File: config.mk
export PLATFORM = sky130hd
export DESIGN_NAME = slot_drift_compensator
export DESIGN_NICKNAME = d
export VERILOG_FILES = /design/src/sdc_pkg.sv /design/src/slot_drift_compensator.sv /design/src/sdc_front.sv /design/src/sdc_queue.sv /design/src/sdc_div.sv /design/src/sdc_back.sv
export SDC_FILE = /design/constraint.sdc
export NUM_CORES = 2
export LEC_CHECK = 0
export BUFFER_PORTS_ARGS = -buffer_cell sky130_fd_sc_hd__buf_2
export CORE_MARGIN = 5
export CORE_UTILIZATION = 40
export DETAILED_ROUTE_END_ITERATION = 7
export GPL_TIMING_DRIVEN = 0
export PLACE_DENSITY = 0.56
export SLEW_MARGIN = 10
export SYNTH_ARGS = -nofsm -noshare
export SYNTH_HDL_FRONTEND = slang
export SYNTH_SLANG_ARGS = --single-unit
File: constraint.sdc
create_clock -name clock -period 28 [get_ports clock]
set_input_delay 4.2 -clock clock [delete_from_list [all_inputs] [get_ports clock]]
set_output_delay 4.2 -clock clock [all_outputs]
set_load 0.01 [all_outputs]
File: src/sdc_pkg.sv
// Package: shared types and constants of the slot drift compensator.
package sdc_pkg;

   typedef enum logic [1:0] {
      CMD_SYNC  = 2'd0,
      CMD_TICK  = 2'd1,
      CMD_MULTI = 2'd2,
      CMD_NOP   = 2'd3
   } cmd_type;

   typedef enum logic [1:0] {
      DIR_NONE   = 2'd0,
      DIR_FASTER = 2'd1,
      DIR_SLOWER = 2'd2
   } dir_type;

   localparam logic [1:0] CSR_SLOT_DURATION = 2'd0;
   localparam logic [1:0] CSR_LARGE_LIMIT   = 2'd1;
   localparam logic [1:0] CSR_ADJUST        = 2'd2;

   localparam logic [15:0] RST_SLOT_DURATION = 16'd491;
   localparam logic [14:0] RST_LARGE_LIMIT   = 15'd8;
   localparam logic [7:0]  RST_ADJUST        = 8'd1;

   localparam int DVD_W = 48;
   localparam int DSR_W = 17;
   localparam logic [5:0] DIV_STEPS_SYNC = 6'd48;
   localparam logic [5:0] DIV_STEPS_TICK = 6'd16;

   typedef struct packed {
      logic [1:0]         command;
      logic signed [15:0] time_correction;
      logic               sync_by_ack;
      logic [63:0]        source_address;
      logic               is_synced;
      logic [39:0]        slot_number;
      logic [15:0]        slot_count;
   } req_type;

   typedef struct packed {
      logic        period_update;
      logic [31:0] slot_period;
      logic [1:0]  clock_direction;
      logic [15:0] interval_slots;
   } rsp_type;

   typedef struct packed {
      logic [15:0] slot_duration;
      logic [14:0] large_limit;
      logic [7:0]  adjust;
   } cfg_type;

   typedef struct packed {
      cmd_type     cmd;
      logic [15:0] corr;
      logic [15:0] mag;
      logic        pos;
      logic        ack;
      logic [63:0] src;
      logic        synced;
      logic [39:0] slot;
      logic [15:0] n;
      logic [16:0] mult;
   } item_type;

   typedef struct packed {
      logic             start;
      logic [5:0]       steps;
      logic [DVD_W-1:0] dividend;
      logic [DSR_W-1:0] divisor;
   } div_req_type;

   typedef struct packed {
      logic             done;
      logic [DVD_W-1:0] quotient;
      logic [DSR_W-1:0] remainder;
   } div_rsp_type;

endpackage

File: src/slot_drift_compensator.sv
// Slot drift compensator: top level with configuration registers.
//
// Requests enter on req_valid/req_data; req_stall is high while the request
// queue is full. Each request yields exactly one result on rsp_valid/rsp_data,
// in request order. A result is held in an output register until the receiver
// drops rsp_stall; meanwhile new requests keep filling the queue.
// Configuration writes use csr_valid/csr_ready with csr_index/csr_wdata;
// csr_ready is always high. Write only while no request is outstanding.
// Paths from transfer to result:
//   slot tick without expiry, unknown direction, small sync, mismatch: no divide
//   slot tick with expiry: 16-step divide for the expiry count
//   large sync: 48-step divide for the interval
// One request is executed at a time; the shared divider produces one
// quotient bit per cycle.
// Synchronous reset clears the queue, the drift state and the output register
// and loads the configuration reset values.
module slot_drift_compensator #(
   parameter int QUEUE_DEPTH = 4
) (
   input  logic             clock,
   input  logic             reset,
   input  logic             req_valid,
   output logic             req_stall,
   input  sdc_pkg::req_type req_data,
   output logic             rsp_valid,
   input  logic             rsp_stall,
   output sdc_pkg::rsp_type rsp_data,
   input  logic             csr_valid,
   output logic             csr_ready,
   input  logic [1:0]       csr_index,
   input  logic [15:0]      csr_wdata
);

   sdc_pkg::cfg_type      cfg_ff, cfg_in;
   sdc_pkg::item_type     new_item;
   sdc_pkg::item_type     head;
   sdc_pkg::div_req_type  div_req;
   sdc_pkg::div_rsp_type  div_rsp;
   logic                  push;
   logic                  pop;
   logic                  empty;
   logic                  full;

   assign csr_ready = 1'b1;
   assign req_stall = full;
   assign push      = req_valid && !full;

   always_comb begin
      cfg_in = cfg_ff;
      if (csr_valid && csr_ready) begin
         unique case (csr_index)
            sdc_pkg::CSR_SLOT_DURATION: cfg_in.slot_duration = csr_wdata;
            sdc_pkg::CSR_LARGE_LIMIT:   cfg_in.large_limit   = csr_wdata[14:0];
            sdc_pkg::CSR_ADJUST:        cfg_in.adjust        = csr_wdata[7:0];
            default:                    cfg_in               = cfg_ff;
         endcase
      end
   end

   always_ff @(posedge clock) begin
      if (reset) begin
         cfg_ff.slot_duration <= sdc_pkg::RST_SLOT_DURATION;
         cfg_ff.large_limit   <= sdc_pkg::RST_LARGE_LIMIT;
         cfg_ff.adjust        <= sdc_pkg::RST_ADJUST;
      end else begin
         cfg_ff <= cfg_in;
      end
   end

   sdc_front u_front (
      .req_data (req_data),
      .item     (new_item)
   );

   sdc_queue #(
      .DEPTH (QUEUE_DEPTH)
   ) u_queue (
      .clock     (clock),
      .reset     (reset),
      .push      (push),
      .push_item (new_item),
      .pop       (pop),
      .head      (head),
      .empty     (empty),
      .full      (full)
   );

   sdc_div u_div (
      .clock (clock),
      .reset (reset),
      .req   (div_req),
      .rsp   (div_rsp)
   );

   sdc_back u_back (
      .clock     (clock),
      .reset     (reset),
      .cfg       (cfg_ff),
      .head      (head),
      .empty     (empty),
      .pop       (pop),
      .div_req   (div_req),
      .div_rsp   (div_rsp),
      .rsp_valid (rsp_valid),
      .rsp_stall (rsp_stall),
      .rsp_data  (rsp_data)
   );

endmodule

File: src/sdc_front.sv
// Front end: decodes an accepted request into a queue item.
module sdc_front (
   input  sdc_pkg::req_type  req_data,
   output sdc_pkg::item_type item
);

   logic [15:0] raw;

   assign raw = req_data.time_correction;

   always_comb begin
      item.cmd    = sdc_pkg::cmd_type'(req_data.command);
      item.corr   = raw;
      item.mag    = raw[15] ? (~raw + 16'd1) : raw;
      item.pos    = !raw[15] && (raw != 16'd0);
      item.ack    = req_data.sync_by_ack;
      item.src    = req_data.source_address;
      item.synced = req_data.is_synced;
      item.slot   = req_data.slot_number;
      unique case (item.cmd)
         sdc_pkg::CMD_TICK: begin
            item.n    = 16'd1;
            item.mult = 17'd1;
         end
         sdc_pkg::CMD_MULTI: begin
            item.n    = req_data.slot_count;
            item.mult = {1'b0, req_data.slot_count} + 17'd1;
         end
         default: begin
            item.n    = 16'd0;
            item.mult = 17'd0;
         end
      endcase
   end

endmodule

File: src/sdc_queue.sv
// Short FIFO between the front end and the execution back end.
module sdc_queue #(
   parameter int DEPTH = 4
) (
   input  logic              clock,
   input  logic              reset,
   input  logic              push,
   input  sdc_pkg::item_type push_item,
   input  logic              pop,
   output sdc_pkg::item_type head,
   output logic              empty,
   output logic              full
);

   localparam int PTR_W = (DEPTH > 1) ? $clog2(DEPTH) : 1;
   localparam int CNT_W = $clog2(DEPTH + 1);

   sdc_pkg::item_type    entry_ff [DEPTH];
   logic [PTR_W-1:0]     wr_ptr_ff, wr_ptr_in;
   logic [PTR_W-1:0]     rd_ptr_ff, rd_ptr_in;
   logic [CNT_W-1:0]     count_ff, count_in;

   assign empty = (count_ff == '0);
   assign full  = (count_ff == CNT_W'(DEPTH));
   assign head  = entry_ff[rd_ptr_ff];

   always_comb begin
      wr_ptr_in = wr_ptr_ff;
      rd_ptr_in = rd_ptr_ff;
      count_in  = count_ff;
      if (push) begin
         wr_ptr_in = (wr_ptr_ff == PTR_W'(DEPTH - 1)) ? '0 : wr_ptr_ff + PTR_W'(1);
      end
      if (pop) begin
         rd_ptr_in = (rd_ptr_ff == PTR_W'(DEPTH - 1)) ? '0 : rd_ptr_ff + PTR_W'(1);
      end
      if (push && !pop) begin
         count_in = count_ff + CNT_W'(1);
      end else if (pop && !push) begin
         count_in = count_ff - CNT_W'(1);
      end
   end

   always_ff @(posedge clock) begin
      if (reset) begin
         wr_ptr_ff <= '0;
         rd_ptr_ff <= '0;
         count_ff  <= '0;
      end else begin
         wr_ptr_ff <= wr_ptr_in;
         rd_ptr_ff <= rd_ptr_in;
         count_ff  <= count_in;
      end
   end

   always_ff @(posedge clock) begin
      if (push) begin
         entry_ff[wr_ptr_ff] <= push_item;
      end
   end

endmodule

File: src/sdc_div.sv
// Restoring divider, one quotient bit per cycle, left-aligned dividend.
module sdc_div (
   input  logic                 clock,
   input  logic                 reset,
   input  sdc_pkg::div_req_type req,
   output sdc_pkg::div_rsp_type rsp
);

   logic [sdc_pkg::DVD_W-1:0] dvd_ff, dvd_in;
   logic [sdc_pkg::DSR_W-1:0] dsr_ff, dsr_in;
   logic [sdc_pkg::DSR_W-1:0] rem_ff, rem_in;
   logic [5:0]                cnt_ff, cnt_in;
   logic                      busy_ff, busy_in;
   logic                      done_ff, done_in;
   logic [sdc_pkg::DSR_W:0]   rem_sh;
   logic [sdc_pkg::DSR_W:0]   rem_sub;
   logic                      ge;

   assign rem_sh  = {rem_ff, dvd_ff[sdc_pkg::DVD_W-1]};
   assign ge      = rem_sh >= {1'b0, dsr_ff};
   assign rem_sub = rem_sh - {1'b0, dsr_ff};

   always_comb begin
      dvd_in  = dvd_ff;
      dsr_in  = dsr_ff;
      rem_in  = rem_ff;
      cnt_in  = cnt_ff;
      busy_in = busy_ff;
      done_in = 1'b0;
      if (req.start) begin
         dvd_in  = req.dividend;
         dsr_in  = req.divisor;
         rem_in  = '0;
         cnt_in  = req.steps;
         busy_in = 1'b1;
      end else if (busy_ff) begin
         dvd_in = {dvd_ff[sdc_pkg::DVD_W-2:0], ge};
         rem_in = ge ? rem_sub[sdc_pkg::DSR_W-1:0] : rem_sh[sdc_pkg::DSR_W-1:0];
         cnt_in = cnt_ff - 6'd1;
         if (cnt_ff == 6'd1) begin
            busy_in = 1'b0;
            done_in = 1'b1;
         end
      end
   end

   always_ff @(posedge clock) begin
      if (reset) begin
         cnt_ff  <= '0;
         busy_ff <= 1'b0;
         done_ff <= 1'b0;
      end else begin
         cnt_ff  <= cnt_in;
         busy_ff <= busy_in;
         done_ff <= done_in;
      end
   end

   always_ff @(posedge clock) begin
      dvd_ff <= dvd_in;
      dsr_ff <= dsr_in;
      rem_ff <= rem_in;
   end

   assign rsp.done      = done_ff;
   assign rsp.quotient  = dvd_ff;
   assign rsp.remainder = rem_ff;

endmodule

File: src/sdc_back.sv
// Back end: drift state, sequencer over the divider, and result register.
module sdc_back (
   input  logic                  clock,
   input  logic                  reset,
   input  sdc_pkg::cfg_type      cfg,
   input  sdc_pkg::item_type     head,
   input  logic                  empty,
   output logic                  pop,
   output sdc_pkg::div_req_type  div_req,
   input  sdc_pkg::div_rsp_type  div_rsp,
   output logic                  rsp_valid,
   input  logic                  rsp_stall,
   output sdc_pkg::rsp_type      rsp_data
);

   typedef enum logic [5:0] {
      ST_IDLE = 6'b000001,
      ST_EXEC = 6'b000010,
      ST_DIV  = 6'b000100,
      ST_POST = 6'b001000,
      ST_FIN  = 6'b010000,
      ST_DONE = 6'b100000
   } state_type;

   state_type         st_ff, st_in;
   sdc_pkg::dir_type  dir_ff, dir_in;
   logic [63:0]       last_src_ff, last_src_in;
   logic [39:0]       last_slot_ff, last_slot_in;
   logic [15:0]       interval_ff, interval_in;
   logic [15:0]       countdown_ff, countdown_in;
   logic [15:0]       applied_ff, applied_in;
   logic [15:0]       corr_sum_ff, corr_sum_in;
   logic              tick_mode_ff, tick_mode_in;
   logic [16:0]       per_ff, per_in;
   logic [32:0]       base_ff, base_in;
   logic [16:0]       qexp_ff, qexp_in;
   logic [24:0]       delta_ff, delta_in;
   logic              upd_ff, upd_in;
   logic [31:0]       period_ff, period_in;
   logic              rsp_valid_ff, rsp_valid_in;
   sdc_pkg::rsp_type  rsp_data_ff, rsp_data_in;

   logic        match;
   logic        big_corr;
   logic [39:0] elapsed;
   logic [47:0] num;
   logic [16:0] den;
   logic [16:0] first;
   logic [16:0] per;
   logic        short_run;
   logic [15:0] nrem;
   logic [32:0] base;
   logic [33:0] sum;

   assign match     = head.synced && (head.src == last_src_ff);
   assign big_corr  = head.mag > {1'b0, cfg.large_limit};
   assign elapsed   = head.slot - last_slot_ff;
   assign num       = 48'(cfg.adjust) * 48'(elapsed);
   assign den       = {1'b0, head.mag} + {1'b0, corr_sum_ff};
   assign first     = (countdown_ff == 16'd0) ? 17'h10000 : {1'b0, countdown_ff};
   assign per       = (interval_ff == 16'd0) ? 17'h10000 : {1'b0, interval_ff};
   assign short_run = {1'b0, head.n} < first;
   assign nrem      = head.n - first[15:0];
   assign base      = 33'(cfg.slot_duration) * 33'(head.mult);
   assign sum       = {1'b0, base_ff} + 34'(delta_ff);

   always_comb begin
      st_in        = st_ff;
      dir_in       = dir_ff;
      last_src_in  = last_src_ff;
      last_slot_in = last_slot_ff;
      interval_in  = interval_ff;
      countdown_in = countdown_ff;
      applied_in   = applied_ff;
      corr_sum_in  = corr_sum_ff;
      tick_mode_in = tick_mode_ff;
      per_in       = per_ff;
      base_in      = base_ff;
      qexp_in      = qexp_ff;
      delta_in     = delta_ff;
      upd_in       = upd_ff;
      period_in    = period_ff;
      rsp_valid_in = rsp_valid_ff && rsp_stall;
      rsp_data_in  = rsp_data_ff;
      pop          = 1'b0;
      div_req      = '0;

      unique case (st_ff)
         ST_IDLE: begin
            if (!empty) begin
               st_in = ST_EXEC;
            end
         end
         ST_EXEC: begin
            pop       = 1'b1;
            upd_in    = 1'b0;
            period_in = 32'd0;
            st_in     = ST_DONE;
            unique case (head.cmd)
               sdc_pkg::CMD_SYNC: begin
                  if (!match) begin
                     dir_in       = sdc_pkg::DIR_NONE;
                     interval_in  = 16'd0;
                     countdown_in = 16'd0;
                     applied_in   = 16'd0;
                     corr_sum_in  = 16'd0;
                     last_src_in  = head.src;
                     last_slot_in = head.slot;
                  end else if (big_corr) begin
                     applied_in = 16'd0;
                     if (dir_ff == sdc_pkg::DIR_NONE) begin
                        dir_in = (head.pos != head.ack) ? sdc_pkg::DIR_FASTER
                                                        : sdc_pkg::DIR_SLOWER;
                     end
                     div_req.start    = 1'b1;
                     div_req.steps    = sdc_pkg::DIV_STEPS_SYNC;
                     div_req.dividend = num;
                     div_req.divisor  = den;
                     corr_sum_in      = 16'd0;
                     last_src_in      = head.src;
                     last_slot_in     = head.slot;
                     tick_mode_in     = 1'b0;
                     st_in            = ST_DIV;
                  end else begin
                     applied_in  = 16'd0;
                     corr_sum_in = corr_sum_ff + head.corr;
                  end
               end
               sdc_pkg::CMD_TICK, sdc_pkg::CMD_MULTI: begin
                  if (dir_ff == sdc_pkg::DIR_NONE) begin
                     st_in = ST_DONE;
                  end else if (short_run) begin
                     countdown_in = countdown_ff - head.n;
                  end else begin
                     div_req.start    = 1'b1;
                     div_req.steps    = sdc_pkg::DIV_STEPS_TICK;
                     div_req.dividend = {nrem, 32'd0};
                     div_req.divisor  = per;
                     per_in           = per;
                     base_in          = base;
                     tick_mode_in     = 1'b1;
                     st_in            = ST_DIV;
                  end
               end
               default: begin
                  st_in = ST_DONE;
               end
            endcase
         end
         ST_DIV: begin
            if (div_rsp.done) begin
               if (tick_mode_ff) begin
                  qexp_in      = {1'b0, div_rsp.quotient[15:0]} + 17'd1;
                  countdown_in = 16'(per_ff - div_rsp.remainder);
                  st_in        = ST_POST;
               end else begin
                  interval_in  = (|div_rsp.quotient[47:16]) ? 16'hFFFF
                                                            : div_rsp.quotient[15:0];
                  countdown_in = interval_in;
                  st_in        = ST_DONE;
               end
            end
         end
         ST_POST: begin
            delta_in = 25'(qexp_ff) * 25'(cfg.adjust);
            st_in    = ST_FIN;
         end
         ST_FIN: begin
            if (dir_ff == sdc_pkg::DIR_FASTER) begin
               period_in = (|sum[33:32]) ? 32'hFFFF_FFFF : sum[31:0];
            end else begin
               period_in = (base_ff > 33'(delta_ff)) ? 32'(base_ff - 33'(delta_ff)) : 32'd0;
            end
            applied_in = applied_ff + delta_ff[15:0];
            upd_in     = 1'b1;
            st_in      = ST_DONE;
         end
         ST_DONE: begin
            if (!rsp_valid_ff || !rsp_stall) begin
               rsp_valid_in                = 1'b1;
               rsp_data_in.period_update   = upd_ff;
               rsp_data_in.slot_period     = period_ff;
               rsp_data_in.clock_direction = dir_ff;
               rsp_data_in.interval_slots  = interval_ff;
               st_in                       = ST_IDLE;
            end
         end
         default: begin
            st_in = ST_IDLE;
         end
      endcase
   end

   always_ff @(posedge clock) begin
      if (reset) begin
         st_ff        <= ST_IDLE;
         dir_ff       <= sdc_pkg::DIR_NONE;
         last_src_ff  <= '0;
         last_slot_ff <= '0;
         interval_ff  <= '0;
         countdown_ff <= '0;
         applied_ff   <= '0;
         corr_sum_ff  <= '0;
         tick_mode_ff <= 1'b0;
         upd_ff       <= 1'b0;
         rsp_valid_ff <= 1'b0;
      end else begin
         st_ff        <= st_in;
         dir_ff       <= dir_in;
         last_src_ff  <= last_src_in;
         last_slot_ff <= last_slot_in;
         interval_ff  <= interval_in;
         countdown_ff <= countdown_in;
         applied_ff   <= applied_in;
         corr_sum_ff  <= corr_sum_in;
         tick_mode_ff <= tick_mode_in;
         upd_ff       <= upd_in;
         rsp_valid_ff <= rsp_valid_in;
      end
   end

   always_ff @(posedge clock) begin
      per_ff      <= per_in;
      base_ff     <= base_in;
      qexp_ff     <= qexp_in;
      delta_ff    <= delta_in;
      period_ff   <= period_in;
      rsp_data_ff <= rsp_data_in;
   end

   assign rsp_valid = rsp_valid_ff;
   assign rsp_data  = rsp_data_ff;

endmodule

# Word-level counts from Yosys, hierarchy flattened
# Memories as Yosys holds them, arrays and structs flattened. A register that Yosys moved wholly into a read port is not among the register bits.
# Cells that the tools add are included.
# totals
register_bits,473
ram_bits,696
input_bits,163
out_inout_bits,54
memories,1
# memory_table
name,words,width,rd,rd_ports_with_merged_regs,wr,line,text
u_queue.entry_ff,4,174,1,1,1,sdc_queue.sv:18,sdc_pkg::item_type entry_ff [DEPTH];
# classes
addsub,17
mul,3
order_cmp,4
eq_ne,35
muxes,72
bitwise_logic,4
n_reduce_logical,42
# ops
operator,n
2-to-1 mux 72 bit,5
2-to-1 mux 16 bit,12
case mux 72 bit (2 select lines),1
2-to-1 mux 64 bit,2
2-to-1 mux 32 bit,3
2-to-1 mux 48 bit,2
case mux 16 bit (2 select lines),3
2-to-1 mux 40 bit,2
case mux 33 bit (2 select lines),1
== test 64 bit,1
case mux 32 bit (2 select lines),1
2-to-1 mux 6 bit,10
2-to-1 mux 17 bit,3
multiplier 8 x 40 -> 48 bit,1
subtractor 16 bit,3
subtractor 40 bit,1
case mux 6 bit (6 select lines),1
"adder 16 x 1 -> 17 bit, second input constant",2
adder 33 x 25 -> 34 bit,1
greater-than comparator 33 x 25 -> 1 bit,1
multiplier 16 x 17 -> 33 bit,1
zero test 16 bit,2
OR reduction 32 bit,1
subtractor 32 x 25 -> 32 bit,1
47 further kinds,116

# Longest topological paths before layout
# logic_depth
ltp_word,8
ltp_mapped,42
depth_no_buf,34

# Hierarchy
# A second synthesis with hierarchy kept.
# hier_totals
hier_cells,7028
hier_area_um2,78938.2
# modules_own_cells
mod,n_inst,cells_each,area_per_inst_um2,seq_area_each_um2
sdc_back,1,5253,45113.3,8488.1
sdc_queue,1,953,25694.6,21080.2
sdc_div,1,405,4743.3,2452.4
sdc_front,1,258,1751.7,0.0
slot_drift_compensator,1,159,1635.3,780.7

# Least setup slack after synthesis
# No wires, ideal clock.
# synth_timing
path_kind,register to register
startpoint,register with a tool-made name
endpoint,register u_div.dvd_ff[47] in the netlist's numbering (data pin)
setup_time_ps,265
arrival_time_ps,9512
required_ps,27735
setup_slack_ps,18223
stages_incl_launch_ff,39
path_buffers,7
path_cell_list,dfxtp_1 > buf_6 > buf_8 > buf_6 > buf_6 > buf_2 > buf_2 > buf_1 > mux4_2 > ha_1 > nor2b_1 > o21ai_0 > a21boi_0 > o31ai_1 > o2111ai_1 > a21o_1 > a21o_1 > a21oi_1 > [3 not listed] > fa_1 > fa_1 > fa_1 > inv_1 > fa_1 > inv_1 > ha_1 > a21oi_1 > o21ai_0 > a221oi_1 > o22ai_1 > a211oi_1 > o21ai_0 > a21oi_1 > o21ai_0 > a221oi_1 > mux2i_1 > o21bai_1
# synth_rtl
element,line,text
to (signal assigned),sdc_div.sv:60,dvd_ff <= dvd_in;
to (decl),sdc_div.sv:9,"logic [sdc_pkg::DVD_W-1:0] dvd_ff, dvd_in;"

==> reports/results.txt <==
postcts setup bufs = 0
htree depth = 4
TritonCTS clock tree = yes
Post-CTS Resized = 0
Area Overhead vs Synth = 12.1%
area of the die = 202000 um^2
nets@finish = 8463
IO buf count = 215
outcome = complete, no violations
chip height = 449 um
total routed wirelength = 223 mm
Max Cap Viol = 0
share of cells above drive strength 1 = 0.0928
number of cells on the worst reg-to-reg path = 40
Final ANT Viol Nets = 0
Root Driver = clkbuf_16
first-pass GRT wire length = 339 mm
Synth area leaders = edfxtp_1, fa_1, ha_1
worst vdd ir = 0.336 mV
highest clock rate = 0.0720 GHz
top cell type's share of synthesized area = 0.362
CP Max Fanout = 10
Rows = 161
io pins = 217
GPL Wtd Cong = 0.936
Hold WS = 416 ps
GRT overflow = 0
post-layout min period = 13900 ps
Initial Utilization = 0.401
post-detail-place hpwl = 172 mm
largest net degree at the start of global routing = 50
initial antenna violation count = 27
FILL cells = 18100
Skew-Pair Late Insertion Delay = 810 ps
CP Capture Type = flip-flop
core region area = 192000 um^2
Netlist cell types = 81
FF+latch count, synth = 1167
EDFF count, synth = 931
via count of the first global-routing pass = 54600
hold_buf cts = 0
slowest cell delay on critical path = 940 ps
Syn Nets = 8092
Post-Syn Area per Cell = 11.1 um^2
register area share after synthesis = 0.424
Clock Sinks = 1167
GRT Util Overall = 0.219
largest area contributor in the netlist = edfxtp_1
Slew @ Worst Pin = 1280 ps
drt wl/cell = 22.4 um
Final Max Tran Viols = 0
pwr dens = 98.0 nW/um^2
worst path arrival time = 14420 ps
CP max stage cell = buf_1
chip width = 449 um
share of async-settable or async-resettable flops after synthesis = 0
Iteration-0 DRC Markers = 4037
headroom to the max-slew limit = 0.145
DRC = 0
Critical Path RT = 28520 ps
Final period util = 0.496
hold depth = 0
vias = 53500
TritonRoute pass-1 iters = 7
Synth top cells by count = edfxtp_1, nand2_1, inv_1
yosys warns = 0
cts bufs inserted = 132
Startpoint Class = flip-flop
critical path type = flip-flop to flip-flop
maximum clock path buffer count = 3
top-count cell post-synth = edfxtp_1
Setup-failing EPs final = 0
final hold viol count = 0
Leak = 0.0338 uW
TNS Setup = 0 ps
top_reg_cell synth = edfxtp_1
Clock Skew = 27.4 ps
Hold WC Path Type = flip-flop to flip-flop
clock-pin slew on the worst setup and hold paths = 60 ps
RSZ-0062 raised after global routing = false
synthesized area = 77100 um^2
Syn Inst Count = 6960
Vias/cell = 5.36
[cell usage in the layout (no fill, tap or decap), types with 146 or more instances in the layout]
cell,count
mux4_2,146
dfxtp_1,236
clkbuf_1,247
a21oi_1,437
o21ai_0,214
xnor2_1,189
fa_1,536
nor2_1,286
and2_1,435
nand2_1,788
ha_1,433
edfxtp_1,931
inv_1,780
buf_2,243
[routing by layer]
layer	global-route usage	up-vias	share of wire
li1	-	24700	-
met1	0.293	26900	0.43
met2	0.363	1491	0.47
met3	0.0289	354	0.049
met4	0.0882	18	0.044
met5	0	-	0.00051
[report_power, final]
group | internal, uW | switching (uW)
clock | 1060 | 743
combinational | 1810 | 2660
sequential | 2170 | 36.8
total | 5030 | 3440
[critical path: cells and delay by family, from the launching register on]
family,cells,cell delay [ps]
adder cells (fa/ha/maj),7,2840
XOR/XNOR,1,530
buffers and inverters,10,3980
multiplexers,2,780
AO/OA/AOI/OAI,18,4820
flip-flops,1,310
AND/OR/NAND/NOR,2,280
[path summary, 6_finish.rpt]
path,startpoint,end,slack (ps)
worst max register to register,flip-flop,u_div.dvd_ff[47],14100
worst max-delay path,flip-flop,u_div.dvd_ff[47],14100
worst min-delay path,u_back.period_ff[8],u_back.rsp_data[26],420
worst min register to register,u_back.period_ff[8],u_back.rsp_data[26],420
[registers in the layout (all words and copies together), names as in the netlist, 32 cells and up, named ones only]
signal               count
cfg_ff                  39
u_back.base_ff          33
u_back.last_slot_ff     40
u_back.last_src_ff      64
u_back.period_ff        32
u_back.rsp_data         51
u_div.dvd_ff            48
u_queue.entry_ff       692
[area by class of cell]
type,instances,area [um^2],area share
diodes,8,20.0,0.000231
clock buffers,164,3570,0.0412
multi-input cells,4705,40200,0.465
inverters,781,2930,0.0339
flip-flops and latches,1167,32700,0.378
clock inverters,76,928,0.0107
plain buffers,307,1340,0.0155
repair buffers,237,1620,0.0188
well taps,2526,3160,0.0365
[per-stage QoR]
stage               area [um^2]  instances  power, uW  utilization  setup WS [ps]
floorplan                 77100       6960       5510            -          18220
global placement          81400       9701       6710        0.423          13120
detailed placement        82000       9723       6720        0.427          14180
CTS                       86500       9963       8560        0.450          14130
global route              86500       9968       9180        0.450          13500
finish                    86500       9971       8470        0.450          14100
[logic make-up after synthesis]
kind of cell               synth area share
muxes                                0.0565
buffers and inverters                0.0553
AOI/OAI and AO/OA                    0.0935
and+or+nand+nor                       0.128
other                             0.0000486
DFF                                   0.424
adders and majority gates             0.209
xor gates and xnor gates             0.0338
No activity file was read; power rests on OpenSTA's default activity.
